==> src/rtl/tpr_pkg.sv <==
// shared types, constants and the tap power table of the tap regulator
`default_nettype none

package tpr_pkg;

  // field widths
  localparam int unsigned SAMPLE_W  = 12;
  localparam int unsigned CHAN_W    = 4;
  localparam int unsigned TAP_W     = 8;
  localparam int unsigned STEP_W    = 6;
  localparam int unsigned LIMIT_W   = 5;
  localparam int unsigned GAIN_W    = 16;
  localparam int unsigned CFG_IDX_W = 3;
  localparam int unsigned CFG_DAT_W = 16;

  // digit-serial multiplier geometry
  localparam int unsigned POW_W     = 12;
  localparam int unsigned DIGIT_W   = 4;
  localparam int unsigned MCAND_W   = 24;
  localparam int unsigned MPLIER_W  = 16;
  localparam int unsigned ACC_W     = 40;
  localparam int unsigned P_DIGITS  = POW_W / DIGIT_W;
  localparam int unsigned G_DIGITS  = GAIN_W / DIGIT_W;
  localparam int unsigned CNT_W     = 2;
  localparam int unsigned RND_SHIFT = 22;

  localparam logic [TAP_W-1:0]  TAP_RESET     = 8'd125;
  localparam logic [STEP_W-1:0] FINE_STEP_MAX = 6'd3;

  // register reset values
  localparam logic [SAMPLE_W-1:0] BAND_TOP_RST    = 12'd2770;
  localparam logic [SAMPLE_W-1:0] BAND_BOTTOM_RST = 12'd2720;
  localparam logic [SAMPLE_W-1:0] FINE_TOP_RST    = 12'd2500;
  localparam logic [SAMPLE_W-1:0] FINE_BOTTOM_RST = 12'd2250;
  localparam logic [TAP_W-1:0]    FINE_LIMIT_RST  = 8'd8;
  localparam logic [GAIN_W-1:0]   GAIN_RAISE_RST  = 16'd131;
  localparam logic [GAIN_W-1:0]   GAIN_LOWER_RST  = 16'd426;
  localparam logic [LIMIT_W-1:0]  STEP_LIMIT_RST  = 5'd20;

  typedef enum logic [CFG_IDX_W-1:0] {
    CFG_BAND_TOP    = 3'd0,
    CFG_BAND_BOTTOM = 3'd1,
    CFG_FINE_TOP    = 3'd2,
    CFG_FINE_BOTTOM = 3'd3,
    CFG_FINE_LIMIT  = 3'd4,
    CFG_GAIN_RAISE  = 3'd5,
    CFG_GAIN_LOWER  = 3'd6,
    CFG_STEP_LIMIT  = 3'd7
  } cfg_idx_e;

  typedef enum logic [1:0] {
    MK_NONE      = 2'd0,
    MK_PROP      = 2'd1,
    MK_FINE_UP   = 2'd2,
    MK_FINE_DOWN = 2'd3
  } move_kind_e;

  typedef enum logic [2:0] {
    ST_IDLE,
    ST_LOOKUP,
    ST_MUL_P,
    ST_LOAD_G,
    ST_MUL_G,
    ST_ROUND,
    ST_FINISH
  } tpr_state_e;

  typedef struct packed {
    logic in_ready;
    logic lookup;
    logic load_g;
    logic mul_step;
    logic round;
    logic finish;
  } tpr_ctrl_t;

  typedef logic [255:0][POW_W-1:0] pow_tbl_t;

  // floor(64 * t^0.7): largest y with y^10 <= t^7 * 2^60
  function automatic logic [POW_W-1:0] tap_pow_f(input logic [TAP_W-1:0] t);
    logic [127:0] t7;
    logic [127:0] lim;
    logic [127:0] c;
    logic [127:0] c5;
    logic [127:0] c10;
    logic [POW_W-1:0] y;
    t7 = 128'd1;
    for (int i = 0; i < 7; i++) begin
      t7 = t7 * 128'(t);
    end
    lim = t7 << 60;
    y = '0;
    for (int b = POW_W - 1; b >= 0; b--) begin
      c   = 128'(y | (POW_W'(1) << b));
      c5  = c * c * c * c * c;
      c10 = c5 * c5;
      if (c10 <= lim) begin
        y[b] = 1'b1;
      end
    end
    return y;
  endfunction

  function automatic pow_tbl_t pow_tbl_f();
    pow_tbl_t tbl;
    for (int t = 0; t < 256; t++) begin
      tbl[t] = tap_pow_f(TAP_W'(t));
    end
    return tbl;
  endfunction

  localparam pow_tbl_t POW_TBL = pow_tbl_f();

endpackage

`default_nettype wire

==> src/rtl/tpr_ram.sv <==
// generic single-port-write ram with registered read
`default_nettype none

module tpr_ram #(
  parameter int unsigned WIDTH = 8,
  parameter int unsigned DEPTH = 16,
  localparam int unsigned AW = (DEPTH > 1) ? $clog2(DEPTH) : 1
) (
  input  wire logic             clk_i,
  input  wire logic             we_i,
  input  wire logic [AW-1:0]    waddr_i,
  input  wire logic [WIDTH-1:0] wdata_i,
  input  wire logic             re_i,
  input  wire logic [AW-1:0]    raddr_i,
  output logic      [WIDTH-1:0] rdata_o
);

  logic [WIDTH-1:0] mem_q [DEPTH];

  always_ff @(posedge clk_i) begin
    if (we_i) begin
      mem_q[waddr_i] <= wdata_i;
    end
    if (re_i) begin
      rdata_o <= mem_q[raddr_i];
    end
  end

endmodule

`default_nettype wire

==> src/rtl/tpr_serial_mul.sv <==
// digit-serial multiply-accumulate unit, msb digit first
`default_nettype none

module tpr_serial_mul
  import tpr_pkg::*;
(
  input  wire logic                clk_i,
  input  wire logic                load_i,
  input  wire logic                step_i,
  input  wire logic [MCAND_W-1:0]  mcand_i,
  input  wire logic [MPLIER_W-1:0] mplier_i,
  output logic      [ACC_W-1:0]    acc_o
);

  logic [MCAND_W-1:0]  mcand_q;
  logic [MPLIER_W-1:0] mplier_q;
  logic [ACC_W-1:0]    acc_q;
  logic [MCAND_W+DIGIT_W-1:0] part;

  // one small partial product per cycle while step_i is high
  assign part = mcand_q * mplier_q[MPLIER_W-1 -: DIGIT_W];

  always_ff @(posedge clk_i) begin
    if (load_i) begin
      mcand_q  <= mcand_i;
      mplier_q <= mplier_i;
      acc_q    <= '0;
    end else if (step_i) begin
      mplier_q <= {mplier_q[MPLIER_W-DIGIT_W-1:0], DIGIT_W'(0)};
      acc_q    <= {acc_q[ACC_W-DIGIT_W-1:0], DIGIT_W'(0)} + ACC_W'(part);
    end
  end

  assign acc_o = acc_q;

endmodule

`default_nettype wire

==> src/rtl/tpr_fsm.sv <==
// sequencer of the tap regulator
`default_nettype none

module tpr_fsm
  import tpr_pkg::*;
(
  input  wire logic       clk_i,
  input  wire logic       rst_ni,
  input  wire logic       in_valid_i,
  input  wire logic       out_free_i,
  output tpr_ctrl_t       ctrl_o,
  output tpr_state_e      state_o
);

  tpr_state_e        state_q, state_d;
  logic [CNT_W-1:0]  cnt_q, cnt_d;

  always_comb begin
    state_d = state_q;
    cnt_d   = cnt_q;
    case (state_q)
      ST_IDLE: begin
        if (in_valid_i) begin
          state_d = ST_LOOKUP;
        end
      end
      ST_LOOKUP: begin
        state_d = ST_MUL_P;
        cnt_d   = '0;
      end
      ST_MUL_P: begin
        cnt_d = cnt_q + 1'b1;
        if (cnt_q == CNT_W'(P_DIGITS - 1)) begin
          state_d = ST_LOAD_G;
        end
      end
      ST_LOAD_G: begin
        state_d = ST_MUL_G;
        cnt_d   = '0;
      end
      ST_MUL_G: begin
        cnt_d = cnt_q + 1'b1;
        if (cnt_q == CNT_W'(G_DIGITS - 1)) begin
          state_d = ST_ROUND;
        end
      end
      ST_ROUND: begin
        state_d = ST_FINISH;
      end
      ST_FINISH: begin
        if (out_free_i) begin
          state_d = ST_IDLE;
        end
      end
      default: begin
        state_d = ST_IDLE;
      end
    endcase
  end

  always_comb begin
    ctrl_o = '0;
    case (state_q)
      ST_IDLE:   ctrl_o.in_ready = 1'b1;
      ST_LOOKUP: ctrl_o.lookup   = 1'b1;
      ST_MUL_P:  ctrl_o.mul_step = 1'b1;
      ST_LOAD_G: ctrl_o.load_g   = 1'b1;
      ST_MUL_G:  ctrl_o.mul_step = 1'b1;
      ST_ROUND:  ctrl_o.round    = 1'b1;
      ST_FINISH: ctrl_o.finish   = out_free_i;
      default:   ctrl_o = '0;
    endcase
  end

  always_ff @(posedge clk_i or negedge rst_ni) begin
    if (!rst_ni) begin
      state_q <= ST_IDLE;
      cnt_q   <= '0;
    end else begin
      state_q <= state_d;
      cnt_q   <= cnt_d;
    end
  end

  assign state_o = state_q;

endmodule

`default_nettype wire

==> src/rtl/per_channel_tap_regulator.sv <==
// top level of the per-channel potentiometer tap regulator
`default_nettype none

// Each transaction carries one 12-bit sample of one multiplexed sensor channel.
// The block looks up that channel's 8-bit tap, forms the error against the
// main band, multiplies error * floor(64 * tap^0.7) * gain in a digit-serial
// unit (4-bit digits, three digits of the tap power then four digits of the
// gain), rounds and clamps the step, and moves the tap either proportionally
// or, at low taps with a small step, by one in the fine band. The tap always
// saturates to TAP_LOW..TAP_HIGH. Exactly one result transaction follows each
// input transaction. One item is processed at a time: after acceptance the
// item passes through the table read, the tap power digits of the serial
// multiplier, the operand reload, the gain digits, rounding and update, and
// only then can the next item be accepted. The next sample is taken while an
// earlier result still waits in the output register; the update of that next
// item then waits until the output register is free. Taps live in a ram of
// CHANNELS entries with one valid flop per entry, so a channel never written
// reads as 125 right after reset and no clearing pass is needed. Configuration
// writes are taken at any cycle and must only be made while the block is idle.

module per_channel_tap_regulator
  import tpr_pkg::*;
#(
  parameter int unsigned CHANNELS = 16,
  parameter int unsigned TAP_HIGH = 254,
  parameter int unsigned TAP_LOW  = 1
) (
  input  wire logic                 clk_i,
  input  wire logic                 rst_ni,
  // configuration
  input  wire logic                 cfg_we_i,
  input  wire logic [CFG_IDX_W-1:0] cfg_idx_i,
  input  wire logic [CFG_DAT_W-1:0] cfg_data_i,
  // input channel
  input  wire logic                 in_valid_i,
  output logic                      in_ready_o,
  input  wire logic [SAMPLE_W-1:0]  sample_i,
  input  wire logic [CHAN_W-1:0]    channel_i,
  // result channel
  output logic                      out_valid_o,
  input  wire logic                 out_ready_i,
  output logic      [CHAN_W-1:0]    out_channel_o,
  output logic      [TAP_W-1:0]     new_tap_o,
  output logic      [STEP_W-1:0]    step_taken_o,
  output logic      [1:0]           move_kind_o
);

  localparam int unsigned AW   = (CHANNELS > 1) ? $clog2(CHANNELS) : 1;
  localparam int unsigned CX_W = AW + CHAN_W;

  localparam logic signed [TAP_W+1:0] TAP_HI_S = (TAP_W+2)'(TAP_HIGH);
  localparam logic signed [TAP_W+1:0] TAP_LO_S = (TAP_W+2)'(TAP_LOW);

  // ---------------------------------------------------------------------------
  // configuration registers
  // ---------------------------------------------------------------------------
  logic [SAMPLE_W-1:0] band_top_q, band_bottom_q, fine_top_q, fine_bottom_q;
  logic [TAP_W-1:0]    fine_limit_q;
  logic [GAIN_W-1:0]   gain_raise_q, gain_lower_q;
  logic [LIMIT_W-1:0]  step_limit_q;

  always_ff @(posedge clk_i or negedge rst_ni) begin
    if (!rst_ni) begin
      band_top_q    <= BAND_TOP_RST;
      band_bottom_q <= BAND_BOTTOM_RST;
      fine_top_q    <= FINE_TOP_RST;
      fine_bottom_q <= FINE_BOTTOM_RST;
      fine_limit_q  <= FINE_LIMIT_RST;
      gain_raise_q  <= GAIN_RAISE_RST;
      gain_lower_q  <= GAIN_LOWER_RST;
      step_limit_q  <= STEP_LIMIT_RST;
    end else if (cfg_we_i) begin
      // upper bits beyond a register's width are dropped
      case (cfg_idx_e'(cfg_idx_i))
        CFG_BAND_TOP:    band_top_q    <= cfg_data_i[SAMPLE_W-1:0];
        CFG_BAND_BOTTOM: band_bottom_q <= cfg_data_i[SAMPLE_W-1:0];
        CFG_FINE_TOP:    fine_top_q    <= cfg_data_i[SAMPLE_W-1:0];
        CFG_FINE_BOTTOM: fine_bottom_q <= cfg_data_i[SAMPLE_W-1:0];
        CFG_FINE_LIMIT:  fine_limit_q  <= cfg_data_i[TAP_W-1:0];
        CFG_GAIN_RAISE:  gain_raise_q  <= cfg_data_i[GAIN_W-1:0];
        CFG_GAIN_LOWER:  gain_lower_q  <= cfg_data_i[GAIN_W-1:0];
        CFG_STEP_LIMIT:  step_limit_q  <= cfg_data_i[LIMIT_W-1:0];
        default: ;
      endcase
    end
  end

  // ---------------------------------------------------------------------------
  // sequencer
  // ---------------------------------------------------------------------------
  tpr_ctrl_t  ctrl;
  tpr_state_e state;
  logic       out_valid_q;
  logic       out_free;
  logic       in_fire;

  assign out_free = !out_valid_q || out_ready_i;

  tpr_fsm u_fsm (
    .clk_i      (clk_i),
    .rst_ni     (rst_ni),
    .in_valid_i (in_valid_i),
    .out_free_i (out_free),
    .ctrl_o     (ctrl),
    .state_o    (state)
  );

  assign in_ready_o = ctrl.in_ready;
  assign in_fire    = in_valid_i && ctrl.in_ready;

  // ---------------------------------------------------------------------------
  // input capture and tap read
  // ---------------------------------------------------------------------------
  logic [SAMPLE_W-1:0] sample_q;
  logic [CHAN_W-1:0]   chan_q;
  logic [AW-1:0]       addr_q;
  logic                in_range_q;
  logic [CX_W-1:0]     chan_ext;
  logic [AW-1:0]       chan_addr;

  // channel widened so that any channel count compares correctly
  assign chan_ext  = {AW'(0), channel_i};
  assign chan_addr = chan_ext[AW-1:0];

  always_ff @(posedge clk_i) begin
    if (in_fire) begin
      sample_q   <= sample_i;
      chan_q     <= channel_i;
      addr_q     <= chan_addr;
      in_range_q <= (chan_ext < CX_W'(CHANNELS));
    end
  end

  logic [TAP_W-1:0]    ram_rdata;
  logic [CHANNELS-1:0] tap_vld_q;
  logic                tap_we;
  logic [TAP_W-1:0]    tap_new;

  tpr_ram #(
    .WIDTH (TAP_W),
    .DEPTH (CHANNELS)
  ) u_tap_ram (
    .clk_i   (clk_i),
    .we_i    (tap_we),
    .waddr_i (addr_q),
    .wdata_i (tap_new),
    .re_i    (in_fire),
    .raddr_i (chan_addr),
    .rdata_o (ram_rdata)
  );

  // a tap never written since reset reads as the reset tap
  logic [TAP_W-1:0] tap_rd;
  assign tap_rd = tap_vld_q[addr_q] ? ram_rdata : TAP_RESET;

  // ---------------------------------------------------------------------------
  // error and multiplier operands
  // ---------------------------------------------------------------------------
  logic                below, above;
  logic [SAMPLE_W-1:0] err;
  logic                below_q, above_q;
  logic [TAP_W-1:0]    tap_q;

  assign below = sample_q < band_bottom_q;
  assign above = sample_q > band_top_q;
  assign err   = below ? (band_bottom_q - sample_q) : (sample_q - band_top_q);

  always_ff @(posedge clk_i) begin
    if (ctrl.lookup) begin
      tap_q   <= tap_rd;
      below_q <= below;
      above_q <= above;
    end
  end

  logic [ACC_W-1:0]    acc;
  logic                mul_load;
  logic [MCAND_W-1:0]  mcand;
  logic [MPLIER_W-1:0] mplier;

  // first pass: err * tap power, second pass: that product * gain
  assign mul_load = ctrl.lookup || ctrl.load_g;
  assign mcand    = ctrl.lookup ? MCAND_W'(err) : acc[MCAND_W-1:0];
  assign mplier   = ctrl.lookup ? {POW_TBL[tap_rd], DIGIT_W'(0)}
                                : (below_q ? gain_raise_q : gain_lower_q);

  tpr_serial_mul u_mul (
    .clk_i    (clk_i),
    .load_i   (mul_load),
    .step_i   (ctrl.mul_step),
    .mcand_i  (mcand),
    .mplier_i (mplier),
    .acc_o    (acc)
  );

  // ---------------------------------------------------------------------------
  // rounding (half up) and clamp of the magnitude
  // ---------------------------------------------------------------------------
  localparam int unsigned MAG_W = ACC_W - RND_SHIFT + 1;

  logic [MAG_W-1:0]   mag_full;
  logic [LIMIT_W-1:0] mag_q;

  assign mag_full = MAG_W'(acc[ACC_W-1:RND_SHIFT]) + MAG_W'(acc[RND_SHIFT-1]);

  always_ff @(posedge clk_i) begin
    if (ctrl.round) begin
      mag_q <= (mag_full > MAG_W'(step_limit_q)) ? step_limit_q : mag_full[LIMIT_W-1:0];
    end
  end

  // ---------------------------------------------------------------------------
  // step and tap update
  // ---------------------------------------------------------------------------
  logic [STEP_W-1:0]       last_step_q;
  logic [STEP_W-1:0]       step_new;
  logic                    fine_mode, fine_up, fine_dn;
  logic signed [TAP_W+1:0] tap_sum;
  logic [1:0]              kind;

  always_comb begin
    if (below_q) begin
      step_new = {1'b0, mag_q};
    end else if (above_q) begin
      step_new = STEP_W'(0) - {1'b0, mag_q};
    end else begin
      step_new = last_step_q;
    end
  end

  assign fine_mode = (tap_q < fine_limit_q) && ($signed(step_new) < $signed(FINE_STEP_MAX));
  assign fine_up   = sample_q < fine_bottom_q;
  assign fine_dn   = sample_q > fine_top_q;

  always_comb begin
    tap_sum = $signed({2'b00, tap_q});
    kind    = MK_NONE;
    if (fine_mode) begin
      if (fine_up) begin
        tap_sum = tap_sum + (TAP_W+2)'(1);
        kind    = MK_FINE_UP;
      end else if (fine_dn) begin
        tap_sum = tap_sum - (TAP_W+2)'(1);
        kind    = MK_FINE_DOWN;
      end
    end else if (below_q || above_q) begin
      tap_sum = tap_sum + (TAP_W+2)'($signed(step_new));
      kind    = MK_PROP;
    end
  end

  // saturate, upper bound first
  always_comb begin
    if (tap_sum > TAP_HI_S) begin
      tap_new = TAP_W'(TAP_HIGH);
    end else if (tap_sum < TAP_LO_S) begin
      tap_new = TAP_W'(TAP_LOW);
    end else begin
      tap_new = tap_sum[TAP_W-1:0];
    end
  end

  assign tap_we = ctrl.finish && in_range_q;

  always_ff @(posedge clk_i or negedge rst_ni) begin
    if (!rst_ni) begin
      tap_vld_q   <= '0;
      last_step_q <= '0;
    end else if (tap_we) begin
      tap_vld_q[addr_q] <= 1'b1;
      last_step_q       <= step_new;
    end
  end

  // ---------------------------------------------------------------------------
  // output register
  // ---------------------------------------------------------------------------
  always_ff @(posedge clk_i or negedge rst_ni) begin
    if (!rst_ni) begin
      out_valid_q <= 1'b0;
    end else if (ctrl.finish) begin
      out_valid_q <= 1'b1;
    end else if (out_ready_i) begin
      out_valid_q <= 1'b0;
    end
  end

  always_ff @(posedge clk_i) begin
    if (ctrl.finish) begin
      out_channel_o <= chan_q;
      // out-of-range channel leaves the state alone and reports tap zero
      new_tap_o     <= in_range_q ? tap_new : '0;
      step_taken_o  <= in_range_q ? step_new : last_step_q;
      move_kind_o   <= in_range_q ? kind : MK_NONE;
    end
  end

  assign out_valid_o = out_valid_q;

`ifndef SYNTH
  // a reported tap is either the out-of-range marker or inside the tap range
  a_tap_range: assert property (@(posedge clk_i) disable iff (!rst_ni)
    out_valid_o |-> ((new_tap_o == '0 && move_kind_o == MK_NONE) ||
                     (new_tap_o >= TAP_W'(TAP_LOW) && new_tap_o <= TAP_W'(TAP_HIGH))))
    else $error("tap outside saturation range");

  // fine moves only happen with a small step
  a_fine_step: assert property (@(posedge clk_i) disable iff (!rst_ni)
    (out_valid_o && (move_kind_o == MK_FINE_UP || move_kind_o == MK_FINE_DOWN)) |->
      ($signed(step_taken_o) < $signed(FINE_STEP_MAX)))
    else $error("fine move with large step");

  // one item in flight: no acceptance right after an acceptance
  a_one_item: assert property (@(posedge clk_i) disable iff (!rst_ni)
    in_fire |=> (!in_ready_o && state == ST_LOOKUP))
    else $error("second transaction accepted while busy");

  // a result is only produced from the update state
  a_finish_src: assert property (@(posedge clk_i) disable iff (!rst_ni)
    $rose(out_valid_q) |-> $past(state == ST_FINISH))
    else $error("result produced outside update");
`endif

endmodule

`default_nettype wire

==> config.mk <==
export PLATFORM = sky130hd
export DESIGN_NAME = per_channel_tap_regulator
export DESIGN_NICKNAME = d
export VERILOG_FILES = /design/src/rtl/tpr_pkg.sv /design/src/rtl/tpr_ram.sv /design/src/rtl/tpr_serial_mul.sv /design/src/rtl/tpr_fsm.sv /design/src/rtl/per_channel_tap_regulator.sv
export SDC_FILE = /design/constraint.sdc
export NUM_CORES = 1
export LEC_CHECK = 0
export BUFFER_PORTS_ARGS = -buffer_cell sky130_fd_sc_hd__buf_2
export CAP_MARGIN = 0
export CORE_ASPECT_RATIO = 1.4
export CORE_MARGIN = 5
export CORE_UTILIZATION = 35
export CTS_CLUSTER_DIAMETER = 200
export DETAILED_ROUTE_END_ITERATION = 7
export GPL_ROUTABILITY_DRIVEN = 1
export GPL_TIMING_DRIVEN = 0
export PLACE_DENSITY = 0.5
export SYNTH_ARGS = -nofsm -noshare
export SYNTH_HDL_FRONTEND = slang
export SYNTH_SLANG_ARGS = --single-unit
==> constraint.sdc <==
create_clock -name clk_i -period 14.1 [get_ports clk_i]
set_clock_uncertainty 0.15 [all_clocks]
set_input_delay 1.41 -clock clk_i [delete_from_list [all_inputs] [get_ports clk_i]]
set_output_delay 1.41 -clock clk_i [all_outputs]
set_load 0.02 [all_outputs]
==> summary.md, run 1 <==
| Metric | Value |
|---|---|
| Vias in the first global route | roughly 21000 |
| Skew-Pair Late Insertion Delay | 0.60 ns |
| Mapped Area | 25000 um^2 |
| # DRC | 0 |
| P_leak | ~11 nW |
| Min Hold Slack | slightly above 0.3 ns |
| Final antenna-violating net count | 0 |
| Detailed Route Iter0 Violations | 1526 |
| # IOs | 62 |
| # port buffers | slightly below 60 |
| First-pass GRT wire length | 132 mm |
| Total GRT Usage | 0.224 |
| Pint | about 4.3 mW |
| CP Data Arrival Time | 7.22 ns |
| Crit path buf inv count | 4 |
| FF+latch count, synth | 388 |
| Pin count of the biggest net entering global routing | 90 |
| Syn_nets | about 2700 |
| Final Slew Violations | 0 |
| Routed vias | 20000 |
| Initial Util | 0.351 |
| Cell mode on critical path | clkbuf_1 |
| Delay-heaviest family, CP | buffers and inverters |
| Crit path capture type | flip-flop |
| WL final | about 89 mm |
| Gr ovfl total | 0 |
| Req. time, crit path | between 10 and 15 ns |
| CTS tree | built |
| Cell variety after synth | 84 |
| Crit path cell chain | clkbuf_1, mux4_2, mux4_2, clkbuf_1, clkbuf_1, nand2_1, ha_1, clkinv_1, nor2_1, nand2b_1, o21ai_0, o21ai_0, a21oi_1, o41ai_1, a31oi_1 |
| Seq pwr share | 0.233 |
| PostCTS Resize Cnt | 0 |
| Status | finished, final reports clean |
| Core ar. | 71100 um^2 |
| Antenna cells | 0 |
| Sw frac | 0.476 |
| Clock power frac | 0.148 |
| Min-delay worst type | reg -> reg |
| # H-tree levels | 2 |
| CP Max Fanout | 10 |
| Sequential fraction of the synthesis area | 0.428 |
| Synth area leader | edfxtp_1 |
| Crit path launch type | flip-flop |
| Die Area | 76900 um^2 |
| Vias per inst | 5.61 |
| CTS Buf Count | between 40 and 50 |
| Max Root-Sink Buffers | 3 |
| Final setup fails | 0 |
| Site Rows | between 100 and 150 |
| Top post-synthesis cells by area | edfxtp_1 (27%), dfrtp_1 (9.0%), ha_1 (6.3%) |
| Die Height | 326 um |
| Asr flop ratio synth | 0.312 |
| RSZ-0062 raised after global routing | no |
| Hpwl dp | between 60 and 70 mm |
| VDD IR max | 0.160 mV |
| Final GP Congestion | 0.953 |
| Worst Tran Pin Value | 1.32 ns |
| Total clock sinks | 388 |
| Highest clock rate | 142 MHz |
| Initial antenna violation count | 0 |
| Post-CTS Hold Fix Bufs | 0 |
| Pwr dens | between 200 and 300 nW/um^2 |
| Final Hold Fails | 0 |
| Layout cell share with drive strength beyond 1 | 0.135 |
| Post-synth EDFFs | approximately 230 |
| P_sw | slightly below 4 mW |
| Setup tns final | 0 ns |
| Routed len/inst | ~25 um |
| Max-slew headroom | 0.110 |
| CP peak stage delay | just over 0.8 ns |
| Fin area | 28100 um^2 |
| Root Driver | clkbuf_16 |
| Crit Path Class | reg -> reg |
| Area share of the largest cell type after synthesis | 0.273 |
| Combinational share of power | 0.620 |
| Place WS | 7.24 ns |
| Post-layout minimum cycle time | around 7.1 ns |
| Clk pin slew, worst setup/hold paths | 0.06 ns |
| Slowest CP cell | o41ai_1 |
| Area grow syn2layout | 12.5% |
| Placed cell areas | about 27000 um^2 |
| Fin worst setup slack | around 7 ns |
| Yosys warns | 0 |
| Final critical-path share of the clock period | 0.501 |
| MaxCap Viol Count | 0 |
| Power Total | between 8 and 9 mW |
| Post-synthesis cell count | ~2500 |
| Syn_area_per_cell | 10.1 um^2 |
| Post-CTS Setup Bufs | 0 |
| NumNets Final | 2819 |
| Pre-Repair DR Iteration Count | 6 |
| Die Wd | 236 um |
| Top_reg_cell synth | edfxtp_1 |
==> metal layers <==
layer | part of all wire | GRT usage | routed length [um]
met4 | 0.067 | 0.125 | 5980
met2 | 0.51 | 0.404 | 45200
met1 | 0.38 | 0.256 | 33700
met3 | 0.045 | 0.0298 | 4030
met5 | 0 | 0 | 0
==> flip-flops by register name, summed over array words and instances (netlist names), 4 cells and up <==
signal / count
new_tap_o: 8
u_tap_ram.mem_q: 128
step_limit_q: 5
last_step_q: 6
fine_top_q: 12
out_channel_o: 4
u_mul.acc_o: 40
gain_raise_q: 16
u_tap_ram.rdata_o: 8
band_top_q: 12
addr_q: 4
fine_bottom_q: 12
u_mul.mplier_q: 16
band_bottom_q: 12
gain_lower_q: 16
step_taken_o: 6
tap_vld_q: 16
mag_q: 5
sample_q: 12
tap_q: 8
fine_limit_q: 8
u_mul.mcand_q: 24
==> layout make-up <==
class                      count  area (um^2)
fill                        7065        43000
multi-input combinational   1741        13000
sequential                   388        10700
tap                          944         1180
clock buffer                  49         1120
inverter                     215          808
buffer                       131          537
clock inverter                33          418
timing repair buffer          63          379
==> power by group through the flow <==
stage	registers, mW	logic, mW	clock network [mW]
2_1_floorplan	1.84	3.61	0
3_3_place_gp	1.92	4.97	0
3_5_place_dp	1.92	5.02	0
4_1_cts	1.90	5.07	1.24
5_1_grt	1.93	5.62	1.29
6_report	1.90	5.06	1.21
==> placed cells by master, fill, tap and decap left out, types with 26 or more instances in the layout <==
cell type / synthesis / routed
nand2_1: 242 / 242
edfxtp_1: 227 / 227
inv_1: 207 / 207
nor2_1: 181 / 180
o21ai_0: 159 / 159
a21oi_1: 151 / 151
ha_1: 125 / 125
clkbuf_1: 101 / 104
and2_1: 93 / 92
dfrtp_1: 90 / 90
mux2_2: 81 / 81
buf_2: 12 / 71
fa_1: 70 / 70
nand3_1: 45 / 45
mux4_2: 45 / 45
clkbuf_16: 0 / 44
nor3_1: 44 / 40
dfxtp_1: 40 / 40
xnor2_1: 38 / 38
a31oi_1: 33 / 33
dfstp_2: 31 / 31
mux2i_1: 28 / 28
xor2_1: 26 / 26
o211ai_1: 26 / 26
==> final timing paths <==
kind | startpoint | end | slack [ns] | depth (start not counted)
max in group asynchronous | rst_ni | tap_vld_q[1] | 12.40 | 2
setup reg to reg | addr_q[3] | u_mul.mplier_q[4] | 7.04 | 15
setup / recovery | addr_q[3] | u_mul.mplier_q[4] | 7.04 | 15
hold reg to reg | u_mul.acc_o[15] | u_mul.acc_o[15] | 0.30 | 2
min in group asynchronous | rst_ni | fine_top_q[4] | 0.56 | 1
hold / removal | u_mul.acc_o[15] | u_mul.acc_o[15] | 0.30 | 2
==> cells by family (layout without fill, tap and decap cells) <==
family	Yosys count	count (layout)	share of synthesized area
AND/OR/NAND/NOR	753	753	0.144
AO/OA/AOI/OAI	575	575	0.144
flip-flops	388	388	0.428
buffers and inverters	346	491	0.0537
adder cells (fa/ha/maj)	195	195	0.119
multiplexers	154	154	0.0883
XOR/XNOR	64	64	0.0224
==> cells in the mapped netlist (70+ instances only) <==
cell      instances
a21oi_1         151
nand2_1         242
mux2_2           81
inv_1           207
nor2_1          181
ha_1            125
and2_1           93
clkbuf_1        101
dfrtp_1          90
edfxtp_1        227
fa_1             70
o21ai_0         159
==> through the flow <==
stage | instances | utilization
final | 3564 | 0.395
after CTS | 3564 | 0.395
after global placement | 3478 | 0.372
after global routing | 3564 | 0.395
after detailed placement | 3482 | 0.373
after floorplan | 2475 | -
==> tightest hold or removal path: cells and delay by family, from the launching register on <==
kind / cells / cell delay, ns
AOI/OAI and AO/OA: 1 / 0.05
and+or+nand+nor: 1 / 0.05
DFF: 1 / 0.31
No activity file was read; power rests on OpenSTA's default activity.
==> run 2: changes to the inputs <==
Clock period 14.1 ns to 7.1 ns, I/O delays scaled along.
==> run 2 against run 1 <==
Setup slack worse by 6.8 ns. Sequential share of layout area about the same. Clock power grew 98%.
==> summary.md, run 2 (synthesis results as in run 1) <==
| Metric | Value |
|---|---|
| Worst Tran Pin Value | 1.35 ns |
| GRT met1 Usage | 0.256 |
| Final antenna-violating net count | 0 |
| Total GRT Usage | 0.224 |
| Detailed Route Iter0 Violations | 1341 |
| Placed cells | about 3500 |
| MaxCap Viol Count | 0 |
| Crit path capture type | flip-flop |
| Antenna cells | 0 |
| Commonest non-fill, non-tap cell in the layout | nand2_1 |
| Skew-Pair Late Insertion Delay | about 0.60 ns |
| Die Area | 76900 um^2 |
| Worst R2R Setup Slack | 0.25 ns |
| Min-delay worst type | in -> reg |
| Gr ovfl total | 0 |
| CTS Buf Count | 44 |
| Die Wd | 236 um |
| Final Slew Violations | 0 |
| Pin count of the biggest net entering global routing | 90 |
| Fin cells | 3565 |
| GR Layer Usage met2 | 0.404 |
| RSZ-0062 raised after global routing | no |
| Clk pin slew, worst setup/hold paths | 0.06 ns |
| # H-tree levels | 2 |
| Initial antenna violation count | 0 |
| GRT busiest layer | met2 |
| Fin worst setup slack | 0.252 ns |
| Final setup fails | 0 |
| Setup tns final | 0 ns |
| Place WS | 0.244 ns |
| Crit Path Class | reg -> reg |
| Root Driver | clkbuf_16 |
| Routed vias | 20000 |
| Total clock sinks | 388 |
| NumNets Final | 2820 |
| Fill cells | 7065 |
| # IOs | 62 |
| CP Data Arrival Time | 7.00 ns |
| Max Root-Sink Buffers | 3 |
| Initial Util | 0.351 |
| Layout cell share with drive strength beyond 1 | 0.135 |
| CP Max Fanout | 10 |
| Crit path cell chain | clkbuf_1, mux4_2, mux4_2, clkbuf_1, clkbuf_1, nand2_1, ha_1, clkinv_1, nor2_2, nand2b_1, o21ai_0, o21ai_0, a21oi_1, o41ai_1, a31oi_1 |
| # DRC | 0 |
| P_leak | 11.1 nW |
| Area grow syn2layout | 12.6% |
| Final critical-path share of the clock period | 0.965 |
| Site Rows | 116 |
| VDD IR max | 0.317 mV |
| CTS tree | built |
| Hpwl dp | 67.0 mm |
| Largest register by flop count | u_tap_ram.mem_q |
| Highest clock rate | about 150 MHz |
| Post-layout minimum cycle time | 6.85 ns |
| Status | finished, final reports clean |
| Final GP Congestion | 0.953 |
| Max-slew headroom | 0.0940 |
| Core ar. | 71100 um^2 |
| GR Util met3 | 0.0298 |
| Routed len/inst | 25.0 um |
| WL final | between 80 and 90 mm |
| # port buffers | 59 |
| Slowest CP cell | o41ai_1 |
| Vias in the first global route | 20600 |
| Req. time, crit path | 7.25 ns |
| Cell mode on critical path | clkbuf_1 |
| Final Hold Fails | 0 |
| Vias per inst | 5.62 |
| Pwr dens | between 500 and 600 nW/um^2 |
| Pre-Repair DR Iteration Count | 7 |
| Number of flip-flops in the largest register | 128 |
| CP peak stage delay | 0.84 ns |
| Die Height | 326 um |
| First-pass GRT wire length | 132 mm |
| Post-CTS Setup Bufs | 0 |
| Commonest cells after routing, fill and taps aside | nand2_1 (242), edfxtp_1 (227), inv_1 (207) |
| Crit path launch type | flip-flop |
[run 2: final timing paths]
| path | startpoint | endpoint | cells after the start |
|---|---|---|---|
| max | addr_q[3] | u_mul.mplier_q[4] | 15 |
| min in group asynchronous | rst_ni | fine_top_q[4] | 2 |
| min reg2reg | u_mul.acc_o[15] | u_mul.acc_o[15] | 2 |
| max reg2reg | addr_q[3] | u_mul.mplier_q[4] | 15 |
| min | sample_i[2] | sample_q[2] | 1 |
| max in group asynchronous | rst_ni | tap_vld_q[1] | 3 |
[run 2: routing by layer]
metal,vias up,wire length [um],part of all wire
li1,9081,-,-
met3,286,4170,0.047
met4,0,6090,0.068
met1,10000,33500,0.38
met5,-,0,0
met2,653,45300,0.51
[run 2: power by group]
group | switching, mW | leakage [nW] | internal [mW]
logic | 6.33 | 6.53 | 3.72
clock network | 1.01 | 0.732 | 1.38
registers | 0.371 | 3.84 | 3.40
[run 2: cell type report]
type / instances / area [um^2] / area share
multi-input combinational: 1741 / 13000 / 0.462
tap: 944 / 1180 / 0.0420
clock inverter: 33 / 418 / 0.0149
buffer: 131 / 537 / 0.0191
clock buffer: 49 / 1120 / 0.0398
inverter: 215 / 808 / 0.0287
timing repair buffer: 64 / 389 / 0.0138
sequential: 388 / 10700 / 0.380
[run 2: metrics by stage]
| stage | utilization | hold slack (ns) | instance area (um^2) | power [mW] |
|---|---|---|---|---|
| after floorplan | - | 0.264 | 25000 | 10.8 |
| after global placement | 0.372 | 0.294 | 26400 | 13.7 |
| after detailed placement | 0.373 | 0.282 | 26600 | 13.8 |
| after CTS | 0.395 | 0.109 | 28100 | 16.3 |
| after global routing | 0.395 | 0.117 | 28100 | 17.6 |
| final | 0.395 | 0.145 | 28100 | 16.2 |
[run 2: worst max-delay path: cells and delay by family, from the launching register on]
kind	cells	cell delay [ns]
AO/OA/AOI/OAI	5	1.38
buffers and inverters	4	2.11
AND/OR/NAND/NOR	3	1.38
multiplexers	2	0.68
flip-flops	1	0.38
adder cells (fa/ha/maj)	1	0.49
[run 2: repair_timing]
| action | 4_1_cts | 5_1_grt |
|---|---|---|
| endpoints found under the setup margin | 0 | 1 |
| endpoints found under the hold margin | 19 | 0 |
| gates resized for setup | 0 | 1 |
| hold buffers | 1 | 0 |
